==> src/sv/nqct_pkg.sv <==
`timescale 1ns / 1ps
// ----------------------------------------------------------------------------
// nqct_pkg: shared types and constants of the queue command ID tracker
// Field widths, opcode/action/register codes, the queued item and the
// control structs that pass between the front, back and register blocks.
// ----------------------------------------------------------------------------
package nqct_pkg;

	localparam int ID_W            = 16;
	localparam int ID_SPACE        = 65536;
	localparam int ROW_W           = 64;
	localparam int ROW_BITS        = $clog2(ROW_W);
	localparam int ROWS            = ID_SPACE / ROW_W;
	localparam int ROW_AW          = $clog2(ROWS);
	localparam int QSIZE_W         = 17;
	localparam int HEAD_W          = 16;
	localparam int STATUS_W        = 12;
	localparam int ACTION_W        = 3;
	localparam int CHECK_W         = 8;
	localparam int STYPE_W         = 3;
	localparam int SVAL_W          = 8;
	localparam int OP_W            = 2;
	localparam int APB_DW          = 32;
	localparam int REG_AW          = 5;
	localparam int DEF_QUEUE_DEPTH = 2;

	localparam logic [STYPE_W-1:0] SCT_GENERIC    = 3'd0;
	localparam logic [SVAL_W-1:0]  SC_ID_CONFLICT = 8'h03;

	typedef enum logic [OP_W-1:0] {
		OP_ARRIVE,
		OP_COMPLETE,
		OP_RELEASE,
		OP_NONE
	} op_t;

	typedef enum logic [ACTION_W-1:0] {
		ACT_DROP,
		ACT_FWD_ADMIN,
		ACT_FWD_IO,
		ACT_RESP,
		ACT_NOT_CONN,
		ACT_RELEASED
	} action_t;

	typedef enum logic [2:0] {
		REG_CTRL,
		REG_LINK,
		REG_ADMIN,
		REG_FLOW,
		REG_QSIZE,
		REG_QNUM,
		REG_HEAD
	} reg_idx_t;

	typedef struct packed {
		op_t                op;
		logic [ID_W-1:0]    id;
		logic [CHECK_W-1:0] check_code;
		logic [STYPE_W-1:0] status_type;
		logic [SVAL_W-1:0]  status_value;
	} item_t;

	typedef struct packed {
		logic               attached;
		logic               link;
		logic               admin;
		logic               flow;
		logic [QSIZE_W-1:0] qsize;
		logic [HEAD_W-1:0]  qnum;
	} cfg_t;

	typedef struct packed {
		logic              valid;
		logic [HEAD_W-1:0] value;
	} head_load_t;

	typedef struct packed {
		logic  valid;
		item_t item;
	} f2b_t;

	typedef struct packed {
		logic pop;
		logic init_done;
	} b2f_t;

	function automatic logic [STATUS_W-1:0] pack_status(
		input logic [STYPE_W-1:0] sct,
		input logic [SVAL_W-1:0]  sc
	);
		return {sct, sc, 1'b0};
	endfunction

endpackage

==> src/sv/nqct_regs.sv <==
`timescale 1ns / 1ps
// ----------------------------------------------------------------------------
// nqct_regs: APB configuration registers
// Holds queue configuration; a write of the start head also loads the
// submission head counter in the back end.
// ----------------------------------------------------------------------------
module nqct_regs (
	input  logic                         clk,
	input  logic                         arst_n,
	input  logic                         psel,
	input  logic                         penable,
	input  logic                         pwrite,
	input  logic [nqct_pkg::REG_AW-1:0]  paddr,
	input  logic [nqct_pkg::APB_DW-1:0]  pwdata,
	output logic [nqct_pkg::APB_DW-1:0]  prdata,
	output logic                         pready,
	output nqct_pkg::cfg_t               cfg,
	output nqct_pkg::head_load_t         head_load
);
	import nqct_pkg::*;

	logic              attached_q;
	logic              link_q;
	logic              admin_q;
	logic              flow_q;
	logic [QSIZE_W-1:0] qsize_q;
	logic [HEAD_W-1:0] qnum_q;
	logic [HEAD_W-1:0] start_head_q;
	logic              wr_en;
	reg_idx_t          idx;

	assign pready = 1'b1;
	assign wr_en  = psel && penable && pwrite;
	assign idx    = reg_idx_t'(paddr[REG_AW-1:2]);

	always_ff @(posedge clk or negedge arst_n) begin
		if (!arst_n) begin
			attached_q   <= 1'b0;
			link_q       <= 1'b0;
			admin_q      <= 1'b0;
			flow_q       <= 1'b0;
			qsize_q      <= QSIZE_W'(1);
			qnum_q       <= '0;
			start_head_q <= '0;
		end else if (wr_en) begin
			unique case (idx)
				REG_CTRL:  attached_q   <= pwdata[0];
				REG_LINK:  link_q       <= pwdata[0];
				REG_ADMIN: admin_q      <= pwdata[0];
				REG_FLOW:  flow_q       <= pwdata[0];
				REG_QSIZE: qsize_q      <= pwdata[QSIZE_W-1:0];
				REG_QNUM:  qnum_q       <= pwdata[HEAD_W-1:0];
				REG_HEAD:  start_head_q <= pwdata[HEAD_W-1:0];
				default: ;
			endcase
		end
	end

	always_comb begin
		prdata = '0;
		unique case (idx)
			REG_CTRL:  prdata = APB_DW'(attached_q);
			REG_LINK:  prdata = APB_DW'(link_q);
			REG_ADMIN: prdata = APB_DW'(admin_q);
			REG_FLOW:  prdata = APB_DW'(flow_q);
			REG_QSIZE: prdata = APB_DW'(qsize_q);
			REG_QNUM:  prdata = APB_DW'(qnum_q);
			REG_HEAD:  prdata = APB_DW'(start_head_q);
			default:   prdata = '0;
		endcase
	end

	assign cfg.attached = attached_q;
	assign cfg.link     = link_q;
	assign cfg.admin    = admin_q;
	assign cfg.flow     = flow_q;
	assign cfg.qsize    = qsize_q;
	assign cfg.qnum     = qnum_q;

	assign head_load.valid = wr_en && (idx == REG_HEAD);
	assign head_load.value = pwdata[HEAD_W-1:0];

endmodule

==> config.mk <==
export PLATFORM = sky130hd
export DESIGN_NAME = nqct_regs
export DESIGN_NICKNAME = d
export VERILOG_FILES = /design/src/sv/nqct_pkg.sv /design/src/sv/nqct_regs.sv
export SDC_FILE = /design/constraint.sdc
export NUM_CORES = 1
export LEC_CHECK = 0
export BUFFER_PORTS_ARGS = -buffer_cell sky130_fd_sc_hd__buf_2
export CORE_ASPECT_RATIO = 0.75
export CORE_MARGIN = 3
export CORE_UTILIZATION = 45
export CTS_CLUSTER_SIZE = 14
export DETAILED_ROUTE_END_ITERATION = 16
export PLACE_DENSITY = 0.76
export RECOVER_POWER = 25
export SLEW_MARGIN = 20
export SYNTH_ARGS = -nofsm -noshare
export SYNTH_HDL_FRONTEND = slang
export SYNTH_SLANG_ARGS = --single-unit
export TNS_END_PERCENT = 1
==> constraint.sdc <==
create_clock -name clk -period 1.4 [get_ports clk]
set_clock_uncertainty 0.2 [all_clocks]
set_input_delay 0.21 -clock clk [delete_from_list [all_inputs] [get_ports clk]]
set_output_delay 0.21 -clock clk [all_outputs]
set_load 0.02 [all_outputs]
==> impl_metrics.yaml <==
critical_path:
  launching_element_type_of_the_critical_path: "register"
  worstPathMaxFanout: 2
  cp_data_arrival_time_ns: 1.34
  end_kind: "output pin"
  cp_data_required_time_ns: 0.99
  setup.worst_path.class: "reg2out"
  r2r.worst_path.cells: 3
routing:
  total_number_of_vias: 2234
  drt_wl_total_mm: 7.676
  antenna_left: 0
  drtPass1Iterations: 4
  detail_route.drc_violations: 0
  drt_iter0_drc: 74
  routed_via_density: 4.835
  post_drt_wl_per_cell_um: 16.61
timing:
  rsz0062_at_grt: "yes"
  max_slew_headroom_pct: 55.42
  worst_slack_ns: -0.3487
  timing.final.setup_violations: 26
  max_freq_mhz: 571.9
  fin_crit_sh_pct: 124.9
  final_hold_vios: 0
  setup_total_negative_slack_ns: -5.430
  timing.final.max_slew_violations: 0
  slew_at_the_pin_closest_to_its_max_slew_limit_ns: 0.6687
  final.min_clock_period_ns: 1.749
yosys:
  share_of_synthesized_area_spent_on_multiplexers_pct: 28.12
  yosysWarnings: 0
  combined_area_of_all_synthesized_cells_um2: 2982
  ys_ff_latch: 53
  synth.lib_cells_used.distinct: 30
  synth_largest_area_cell: "dfrtp_1"
  synth_top_family_by_area: "multiplexers"
  synthXorXnorAreaFrac_pct: 0
  ys_seq_area_share_pct: 44.52
  top_cells_by_area_in_the_synthesized_netlist: "dfrtp_1, mux2_2, mux2_4, buf_4, mux2i_1"
  synth-compound-area-share_pct: 4.658
  post_synth.cell_area_avg_um2: 12.58
  synth-simple-area-share_pct: 9.820
  post_synth_inst_count: 237
  synth_adder_area_share_pct: 0
  synth_top_area_share_pct: 43.64
placement:
  post-place-cells: 427
  gp_congestion: 0.7700
  numPortBuffers: 95
  placement.cell_area_um2: 3754
  hpwlAfterDp_mm: 5.130
run_status:
  failed_checks: "negative setup slack"
  outcome: "finished with violations"
floorplanning:
  boundaryPins: 129
  die-area_um2: 7649
  placement_rows: 25
  chip_width_um: 99.99
  initial_core_utilization_pct: 46.96
  floorplan.core_area_um2: 6350
  die_height_um: 76.50
cells_and_area:
  layout-drive-gt1-share_pct: 61.68
  finish.net_count: 422
  synthToLayoutAreaGrowth_pct: 48.30
  post_route_cell_area_um2: 4422
  antennaDiodeCount: 0
  stdcell_count: 462
clock_network:
  cts-buffers-inserted: 5
  cts.sink_count: 53
  max-clock-path-buffers: 2
  insertion_delay_ns: 0.30
  path_clk_slew_ns: 0.11
  cts_root_buffer: "clkbuf_8"
  cts_tree: "yes"
  cts_h_tree_lvls: 2
grt:
  initial_antenna_violation_count: 0
  first_global_vias: 2370
  grt_max_degree: 54
  grt_util_all_layers_pct: 20.40
  grt_pass1_wl_mm: 12.50
  globalRoute.totalOverflow: 0
pwr:
  peakVddDrop_uv: 695.2
  finalPower_mw: 5.133
  power-per-cell-area_nw_per_um2: 1161
  power.leakage_nw: 2.162
run:
  cap_violations: 0
worst_hold_path:
  worstHoldPathCells: 2
  class_of_the_most_critical_hold_timing_path: "in2reg"
power breakdown:
group / total (mW) / switching, mW / internal (mW)
Sequential: 2.02 / 0.190 / 1.83
Combinational: 2.22 / 0.986 / 1.23
Clock: 0.892 / 0.539 / 0.352
final cells by class:
class | instances | area (um2)
clock buffers | 5 | 68.82
clock inverters | 3 | 22.52
fillers | 464 | 1928
inverters | 1 | 3.754
multi-input cells | 150 | 1439
flip-flops and latches | 53 | 1328
well taps | 81 | 101.3
repair buffers | 169 | 1459
path summary, 6_finish.rpt:
kind / start / endpoint / slack [ns]
max: qsize_q[6] / prdata[6] / -0.35
max in group asynchronous: arst_n / start_head_q[14] / 0.21
min in group asynchronous: arst_n / qsize_q[3] / 0.34
max reg2reg: qsize_q[15] / qsize_q[15] / 0.17
min: pwdata[0] / qsize_q[0] / 0.07
min reg2reg: start_head_q[2] / start_head_q[2] / 0.32
cell usage after synthesis:
| cell type | number |
|---|---|
| a21boi_0 | 8 |
| or2_2 | 15 |
| nor3_1 | 2 |
| mux2i_1 | 17 |
| nand2_1 | 17 |
| nor2b_1 | 1 |
| nor2_4 | 1 |
| nor2_8 | 2 |
| clkbuf_1 | 3 |
| a21boi_1 | 7 |
| nor2_1 | 2 |
| nand3b_1 | 1 |
| inv_1 | 1 |
| conb_1 | 2 |
| dfrtp_1 | 52 |
| o21a_1 | 1 |
| nor3b_1 | 1 |
| o32a_1 | 1 |
| buf_4 | 37 |
| mux2_4 | 19 |
| o221ai_1 | 1 |
| buf_2 | 2 |
| buf_6 | 3 |
| buf_12 | 2 |
| mux2_2 | 34 |
| nand4b_4 | 1 |
| dfstp_2 | 1 |
| nand2b_1 | 1 |
| nand2b_2 | 1 |
| nand4_1 | 1 |
flip-flops by register name, indices dropped and copies added, names as in the netlist:
signal	flops
start_head_q	16
qsize_q	17
qnum_q	16
flow_q	1
attached_q	1
link_q	1
admin_q	1
timing repair:
item / CTS / global route
gates resized for setup: 81 / 32
endpoints found under the setup margin: 55 / 66
buffers inserted: 6 / 2
endpoints found under the hold margin: 97 / 0
pin swaps: 10 / 10
hold buffers: 19 / 0
placed cells by master (no fill, tap or decap), drive strengths merged:
master and instances:
or2 15, buf 136, nand4 1, mux2 53, clkbuf 19, clkinvlp 3
dfstp 1, inv 1, a21boi 15, nor2 5, o221ai 1, o32a 1
mux2i 17, nand2 17, nor2b 1, o21a 1, dlygate4sd3 19, nand2b 2
nor3 2, nor3b 1, dfrtp 52, nand3b 1, conb 16, nand4b 1
cells by family (layout without fill, tap and decap cells):
kind of cell    after synthesis  in the layout
other cells                   2             16
buf+inv                      48            178
compound gates               18             18
simple gates                 46             46
flops                        53             53
mux                          70             70
stage by stage:
step	hold WS, ns	utilization (%)	setup WS [ns]
global route	0.07422	69.64	-0.4063
global placement	0.02956	59.11	-0.3100
detailed placement	0.03014	59.11	-0.3815
CTS	0.06208	68.04	-0.3267
finish	0.06793	69.64	-0.3487
floorplan	-0.2856	-	-0.1490
worst max-delay path, cell delays in order (launching register included):
cell and delay [ns]:
dfrtp_1 0.38, mux2i_1 0.07, or2_2 0.28, a21boi_2 0.14, buf_4 0.16
per-layer routing:
layer  vias to the layer above  GRT usage, %  wire [um]
li1                       1047             -          -
met1                      1092         29.10       3502
met2                        84         31.76       3582
met3                        11         4.392        472
met4                         0         4.845        119
met5                         -             0          0
Note: power is estimated with default switching activity, not from simulation.
