**config.mk**
```make
export PLATFORM = sky130hd
export DESIGN_NAME = nqct_front_flat
export DESIGN_NICKNAME = d
export VERILOG_FILES = /design/src/sv/nqct_pkg.sv /design/src/sv/nqct_if.sv /design/src/sv/nqct_front.sv /design/src/flat_wrapper.sv
export SDC_FILE = /design/constraint.sdc
export NUM_CORES = 1
export LEC_CHECK = 0
export BUFFER_PORTS_ARGS = -buffer_cell sky130_fd_sc_hd__buf_2
export CAP_MARGIN = 20
export CELL_PAD_IN_SITES_DETAIL_PLACEMENT = 0
export CELL_PAD_IN_SITES_GLOBAL_PLACEMENT = 1
export CORE_ASPECT_RATIO = 1.75
export CORE_MARGIN = 4
export CORE_UTILIZATION = 43
export DETAILED_ROUTE_END_ITERATION = 6
export MAX_ROUTING_LAYER = met4
export PLACE_DENSITY = 0.87
export SLEW_MARGIN = 20
export SYNTH_ARGS = -nofsm -noshare
export SYNTH_HDL_FRONTEND = slang
export SYNTH_SLANG_ARGS = --single-unit
```
**constraint.sdc**
```tcl
create_clock -name clk -period 3.19 [get_ports clk]
set_input_delay 0.319 -clock clk [delete_from_list [all_inputs] [get_ports clk]]
set_output_delay 0.319 -clock clk [all_outputs]
set_load 0.1 [all_outputs]
```
**src/sv/nqct_pkg.sv**
```systemverilog
`timescale 1ns / 1ps
// ----------------------------------------------------------------------------
// nqct_pkg: shared types and constants of the queue command ID tracker
// Field widths, opcode/action/register codes, the queued item and the
// control structs that pass between the front, back and register blocks.
// ----------------------------------------------------------------------------
package nqct_pkg;

	localparam int ID_W            = 16;
	localparam int ID_SPACE        = 65536;
	localparam int ROW_W           = 64;
	localparam int ROW_BITS        = $clog2(ROW_W);
	localparam int ROWS            = ID_SPACE / ROW_W;
	localparam int ROW_AW          = $clog2(ROWS);
	localparam int QSIZE_W         = 17;
	localparam int HEAD_W          = 16;
	localparam int STATUS_W        = 12;
	localparam int ACTION_W        = 3;
	localparam int CHECK_W         = 8;
	localparam int STYPE_W         = 3;
	localparam int SVAL_W          = 8;
	localparam int OP_W            = 2;
	localparam int APB_DW          = 32;
	localparam int REG_AW          = 5;
	localparam int DEF_QUEUE_DEPTH = 2;

	localparam logic [STYPE_W-1:0] SCT_GENERIC    = 3'd0;
	localparam logic [SVAL_W-1:0]  SC_ID_CONFLICT = 8'h03;

	typedef enum logic [OP_W-1:0] {
		OP_ARRIVE,
		OP_COMPLETE,
		OP_RELEASE,
		OP_NONE
	} op_t;

	typedef enum logic [ACTION_W-1:0] {
		ACT_DROP,
		ACT_FWD_ADMIN,
		ACT_FWD_IO,
		ACT_RESP,
		ACT_NOT_CONN,
		ACT_RELEASED
	} action_t;

	typedef enum logic [2:0] {
		REG_CTRL,
		REG_LINK,
		REG_ADMIN,
		REG_FLOW,
		REG_QSIZE,
		REG_QNUM,
		REG_HEAD
	} reg_idx_t;

	typedef struct packed {
		op_t                op;
		logic [ID_W-1:0]    id;
		logic [CHECK_W-1:0] check_code;
		logic [STYPE_W-1:0] status_type;
		logic [SVAL_W-1:0]  status_value;
	} item_t;

	typedef struct packed {
		logic               attached;
		logic               link;
		logic               admin;
		logic               flow;
		logic [QSIZE_W-1:0] qsize;
		logic [HEAD_W-1:0]  qnum;
	} cfg_t;

	typedef struct packed {
		logic              valid;
		logic [HEAD_W-1:0] value;
	} head_load_t;

	typedef struct packed {
		logic  valid;
		item_t item;
	} f2b_t;

	typedef struct packed {
		logic pop;
		logic init_done;
	} b2f_t;

	function automatic logic [STATUS_W-1:0] pack_status(
		input logic [STYPE_W-1:0] sct,
		input logic [SVAL_W-1:0]  sc
	);
		return {sct, sc, 1'b0};
	endfunction

endpackage

```
**src/sv/nqct_if.sv**
```systemverilog
`timescale 1ns / 1ps
// ----------------------------------------------------------------------------
// nqct_if: command and result channels
// Valid/ready channels carrying one command or completion in, one result out.
// ----------------------------------------------------------------------------
interface nqct_in_if;
	import nqct_pkg::*;

	logic               valid;
	logic               ready;
	logic [OP_W-1:0]    opcode;
	logic [ID_W-1:0]    command_id;
	logic [CHECK_W-1:0] check_code;
	logic [STYPE_W-1:0] status_type;
	logic [SVAL_W-1:0]  status_value;

	modport source (output valid, opcode, command_id, check_code, status_type, status_value,
		input ready);
	modport sink (input valid, opcode, command_id, check_code, status_type, status_value,
		output ready);
endinterface


```
**src/sv/nqct_front.sv**
```systemverilog
`timescale 1ns / 1ps
// ----------------------------------------------------------------------------
// nqct_front: command intake and classification
// Accepts transactions, drops the unused opcode and queues the rest for
// the back end in a small FIFO.
// ----------------------------------------------------------------------------
module nqct_front #(
	parameter int QUEUE_DEPTH = nqct_pkg::DEF_QUEUE_DEPTH
) (
	input  logic           clk,
	input  logic           arst_n,
	nqct_in_if.sink        in_ch,
	input  nqct_pkg::b2f_t b2f,
	output nqct_pkg::f2b_t f2b
);
	import nqct_pkg::*;

	localparam int PTR_W = $clog2(QUEUE_DEPTH);
	localparam int CNT_W = $clog2(QUEUE_DEPTH + 1);

	item_t              entry_q [QUEUE_DEPTH];
	logic [PTR_W-1:0]   wr_ptr_q;
	logic [PTR_W-1:0]   rd_ptr_q;
	logic [CNT_W-1:0]   count_q;
	item_t              in_item;
	logic               push;
	logic               pop;

	function automatic logic [PTR_W-1:0] ptr_next(input logic [PTR_W-1:0] p);
		return (p == PTR_W'(QUEUE_DEPTH - 1)) ? '0 : p + PTR_W'(1);
	endfunction

	assign in_item.op           = op_t'(in_ch.opcode);
	assign in_item.id           = in_ch.command_id;
	assign in_item.check_code   = in_ch.check_code;
	assign in_item.status_type  = in_ch.status_type;
	assign in_item.status_value = in_ch.status_value;

	assign in_ch.ready = b2f.init_done && (count_q != CNT_W'(QUEUE_DEPTH));
	// the unused opcode is taken and discarded without a result
	assign push = in_ch.valid && in_ch.ready && (in_item.op != OP_NONE);
	assign pop  = b2f.pop;

	always_ff @(posedge clk or negedge arst_n) begin
		if (!arst_n) begin
			wr_ptr_q <= '0;
			rd_ptr_q <= '0;
			count_q  <= '0;
		end else begin
			if (push)
				wr_ptr_q <= ptr_next(wr_ptr_q);
			if (pop)
				rd_ptr_q <= ptr_next(rd_ptr_q);
			if (push && !pop)
				count_q <= count_q + CNT_W'(1);
			else if (pop && !push)
				count_q <= count_q - CNT_W'(1);
		end
	end

	always_ff @(posedge clk) begin
		if (push)
			entry_q[wr_ptr_q] <= in_item;
	end

	assign f2b.valid = (count_q != '0);
	assign f2b.item  = entry_q[rd_ptr_q];

endmodule

```
**src/flat_wrapper.sv**
```systemverilog
// flat-port wrapper written by rule: the top's interface ports become plain ports
module nqct_front_flat import nqct_pkg::*;
#(
	parameter int QUEUE_DEPTH = nqct_pkg::DEF_QUEUE_DEPTH
)
  (clk, arst_n, b2f, f2b, in_ch_valid, in_ch_opcode, in_ch_command_id, in_ch_check_code, in_ch_status_type, in_ch_status_value, in_ch_ready);
  nqct_in_if in_ch_i ();
  input  logic clk;
  input  logic arst_n;
  input  nqct_pkg::b2f_t b2f;
  output nqct_pkg::f2b_t f2b;
  input wire logic [$bits(in_ch_i.valid)-1:0] in_ch_valid;
  input wire logic [$bits(in_ch_i.opcode)-1:0] in_ch_opcode;
  input wire logic [$bits(in_ch_i.command_id)-1:0] in_ch_command_id;
  input wire logic [$bits(in_ch_i.check_code)-1:0] in_ch_check_code;
  input wire logic [$bits(in_ch_i.status_type)-1:0] in_ch_status_type;
  input wire logic [$bits(in_ch_i.status_value)-1:0] in_ch_status_value;
  output wire logic [$bits(in_ch_i.ready)-1:0] in_ch_ready;
  assign in_ch_i.valid = in_ch_valid;
  assign in_ch_i.opcode = in_ch_opcode;
  assign in_ch_i.command_id = in_ch_command_id;
  assign in_ch_i.check_code = in_ch_check_code;
  assign in_ch_i.status_type = in_ch_status_type;
  assign in_ch_i.status_value = in_ch_status_value;
  assign in_ch_ready = in_ch_i.ready;
  nqct_front #(.QUEUE_DEPTH(QUEUE_DEPTH)) u_core (.clk(clk), .arst_n(arst_n), .in_ch(in_ch_i), .b2f(b2f), .f2b(f2b));
endmodule
```
==> flow_metrics.env <==
export IMPL_tns_ns=0
export IMPL_ctsHtreeMaxLevel=3
export IMPL_area_delta_synth_final_pct=26.0
export IMPL_dieArea_mm2=0.00835
export IMPL_io_pins=81
export IMPL_clk_latency_ns=0.32
export IMPL_dp_cells=299
export IMPL_vias=1479
export IMPL_grt_max_degree=27
export IMPL_required_ns=2.87
export IMPL_start_kind="register"
export IMPL_synth_seq_cells=78
export IMPL_synthesis_area_mm2=0.00297
export IMPL_grt_usage_pct=12.9
export IMPL_antenna_found_initial=0
export IMPL_routed_wl_um=5030
export IMPL_drive_above_1_share_pct=57.7
export IMPL_layout_nets=272
export IMPL_initial_utilization_pct=44.7
export IMPL_via_per_inst=4.68
export IMPL_hold_class="in -> reg"
export IMPL_gp_congestion=0.699
export IMPL_drt_wirelength_per_cell_um=15.9
export IMPL_grt_pass1_wl_um=7830
export IMPL_drc=0
export IMPL_yosys_area_share_simple_pct=0.632
export IMPL_synth_compound_area_share_pct=0.759
export IMPL_synth_xor_area_share_pct=1.47
export IMPL_port_buffers=80
export IMPL_worstSetupPathType="reg -> out"
export IMPL_clockBufferDepth=2
export IMPL_setup_viol=0
export IMPL_post_route_period_util_pct=74.2
export IMPL_syn_instance_count=137
export IMPL_die_w_um=70.8
export IMPL_synth_warnings=0
export IMPL_period_needed_ns=2.37
export IMPL_clock_sinks=78
export IMPL_yosysUniqueCellTypes=14
export IMPL_synth_seq_area_share_pct=78.2
export IMPL_path_clk_slew_ns=0.05
export IMPL_synth_fp_nets=180
export IMPL_endpoint_kind="output pin"
export IMPL_worstPathArrival_ns=2.05
export IMPL_cts_tree="yes"
export IMPL_overflow=0
export IMPL_antenna_left=0
export IMPL_dr_first_iter_drc_count=53
export IMPL_max_slew_margin_rel_pct=50.0
export IMPL_dp_hpwl_um=3660
export IMPL_fmax_ghz=0.423
export IMPL_syn_area_per_cell_um2=21.7
export IMPL_drt_pass1_iterations=4
export IMPL_rsz0062_at_grt="false"
export IMPL_skew_ns=0.00627
export IMPL_rows=39
export IMPL_stdcell_count=316
export IMPL_synthMuxAreaShare_pct=16.6
export IMPL_status="finished clean"
export IMPL_grt_pass1_vias=1637
export IMPL_drv_cap=0
export IMPL_clockRootBuffer="clkbuf_16"
export IMPL_rrSetupSlack_ns=1.13
export IMPL_die_y_um=118
export IMPL_cts_buffers=9
export IMPL_synth_top_family_by_area="multiplexers"
export IMPL_hold_viol=0
export IMPL_max_slew_worst_pin_slew_ns=0.748
export IMPL_core_mm2=0.00664
export IMPL_synthAdderAreaFrac_pct=0.421
export IMPL_antennaDiodeCount=0
export IMPL_slew_violations=0
export IMPL_cp_max_fo=25
[sequential cells by signal, summed over array words and instances (netlist names)]
register,flops
u_core.rd_ptr_q,1
u_core.wr_ptr_q,1
u_core.entry_q,74
u_core.count_q,2
[critical path: stages, from the launching register on]
cell and delay (ns):
dfrtp_2 0.77, buf_4 0.34, mux2_4 0.32, buf_2 0.29
[path summary, 6_finish.rpt]
path	from	to	cells after the start
min reg2reg	u_core.wr_ptr_q$_DFFE_PN0N_	u_core.wr_ptr_q$_DFFE_PN0N_	1
min	b2f[1]	u_core.rd_ptr_q$_DFFE_PN0P_	2
max in group asynchronous	arst_n	u_core.rd_ptr_q$_DFFE_PN0P_	2
max reg2reg	u_core.count_q[1]$_DFFE_PN0P_	u_core.entry_q[0][6]$_DFFE_PP_	4
max	u_core.rd_ptr_q$_DFFE_PN0P_	f2b[35]	3
min in group asynchronous	arst_n	u_core.count_q[0]$_DFFE_PN0P_	2
[through the flow]
step / util [%] / setup WS (ns) / cell area, um2 / hold slack [ns]
final: 56.4 / 0.824 / 3740 / 0.189
after CTS: 56.4 / 0.779 / 3740 / 0.175
after floorplan: - / 0.247 / 2970 / 0.0234
after global routing: 56.4 / 0.725 / 3740 / 0.173
after global placement: 52.4 / 1.15 / 3480 / 0.135
after detailed placement: 52.4 / 1.09 / 3480 / 0.137
[metal layers]
metal	wire length [um]	vias up	track usage, %
met5	0	-	-
met4	87	0	6.00
met3	226	5	3.16
met2	3000	48	24.1
met1	1720	716	11.8
li1	-	710	-
[cells by family (layout without fill, tap and decap cells)]
kind of cell	after synthesis	in the layout
XOR/XNOR	5	5
buffers and inverters	9	106
AO/OA/AOI/OAI	2	2
AND/OR/NAND/NOR	5	5
adder cells (fa/ha/maj)	1	1
flip-flops	78	78
multiplexers	37	37
[cells in the final DEF (no fill, tap or decap)]
cell type	n
xnor2_1	3
dfrtp_1	3
buf_2	80
dlygate4sd3_1	1
inv_1	5
nand2_1	2
clkbuf_16	9
o2111ai_2	1
clkinv_2	1
buf_4	4
nor2_4	2
ha_1	1
clkbuf_1	5
xor2_1	2
a21boi_0	1
clkinv_1	1
nor2_1	1
dfrtp_2	1
edfxtp_1	74
mux2_2	17
mux2_4	20
[what timing repair did]
item,4_1_cts,5_1_grt
buffers inserted,0,0
endpoints found under the hold margin,4,0
hold buffers,1,0
gates resized for setup,0,0
[synthesized netlist by cell type]
master	instances	share of area, %
mux2_2	17	6.4
a21boi_0	1	0.25
mux2_4	20	10
xor2_1	2	0.59
ha_1	1	0.42
buf_2	1	0.17
buf_6	3	1.1
nor2_1	3	0.38
dfrtp_1	4	3.4
o2111ai_2	1	0.51
nand2_1	2	0.25
inv_1	5	0.63
xnor2_1	3	0.89
edfxtp_1	74	75
[area by class of cell]
| class | count | area [um2] |
|---|---|---|
| Clock inverter | 2 | 8.76 |
| Fill cell | 549 | 2890 |
| Timing Repair Buffer | 85 | 440 |
| Multi-Input combinational cell | 50 | 604 |
| Inverter | 5 | 18.8 |
| Tap cell | 82 | 103 |
| Sequential cell | 78 | 2320 |
| Clock buffer | 14 | 244 |
Power is not shown: default switching activity piles up to over one toggle a cycle in this logic, so the estimate is an artifact.
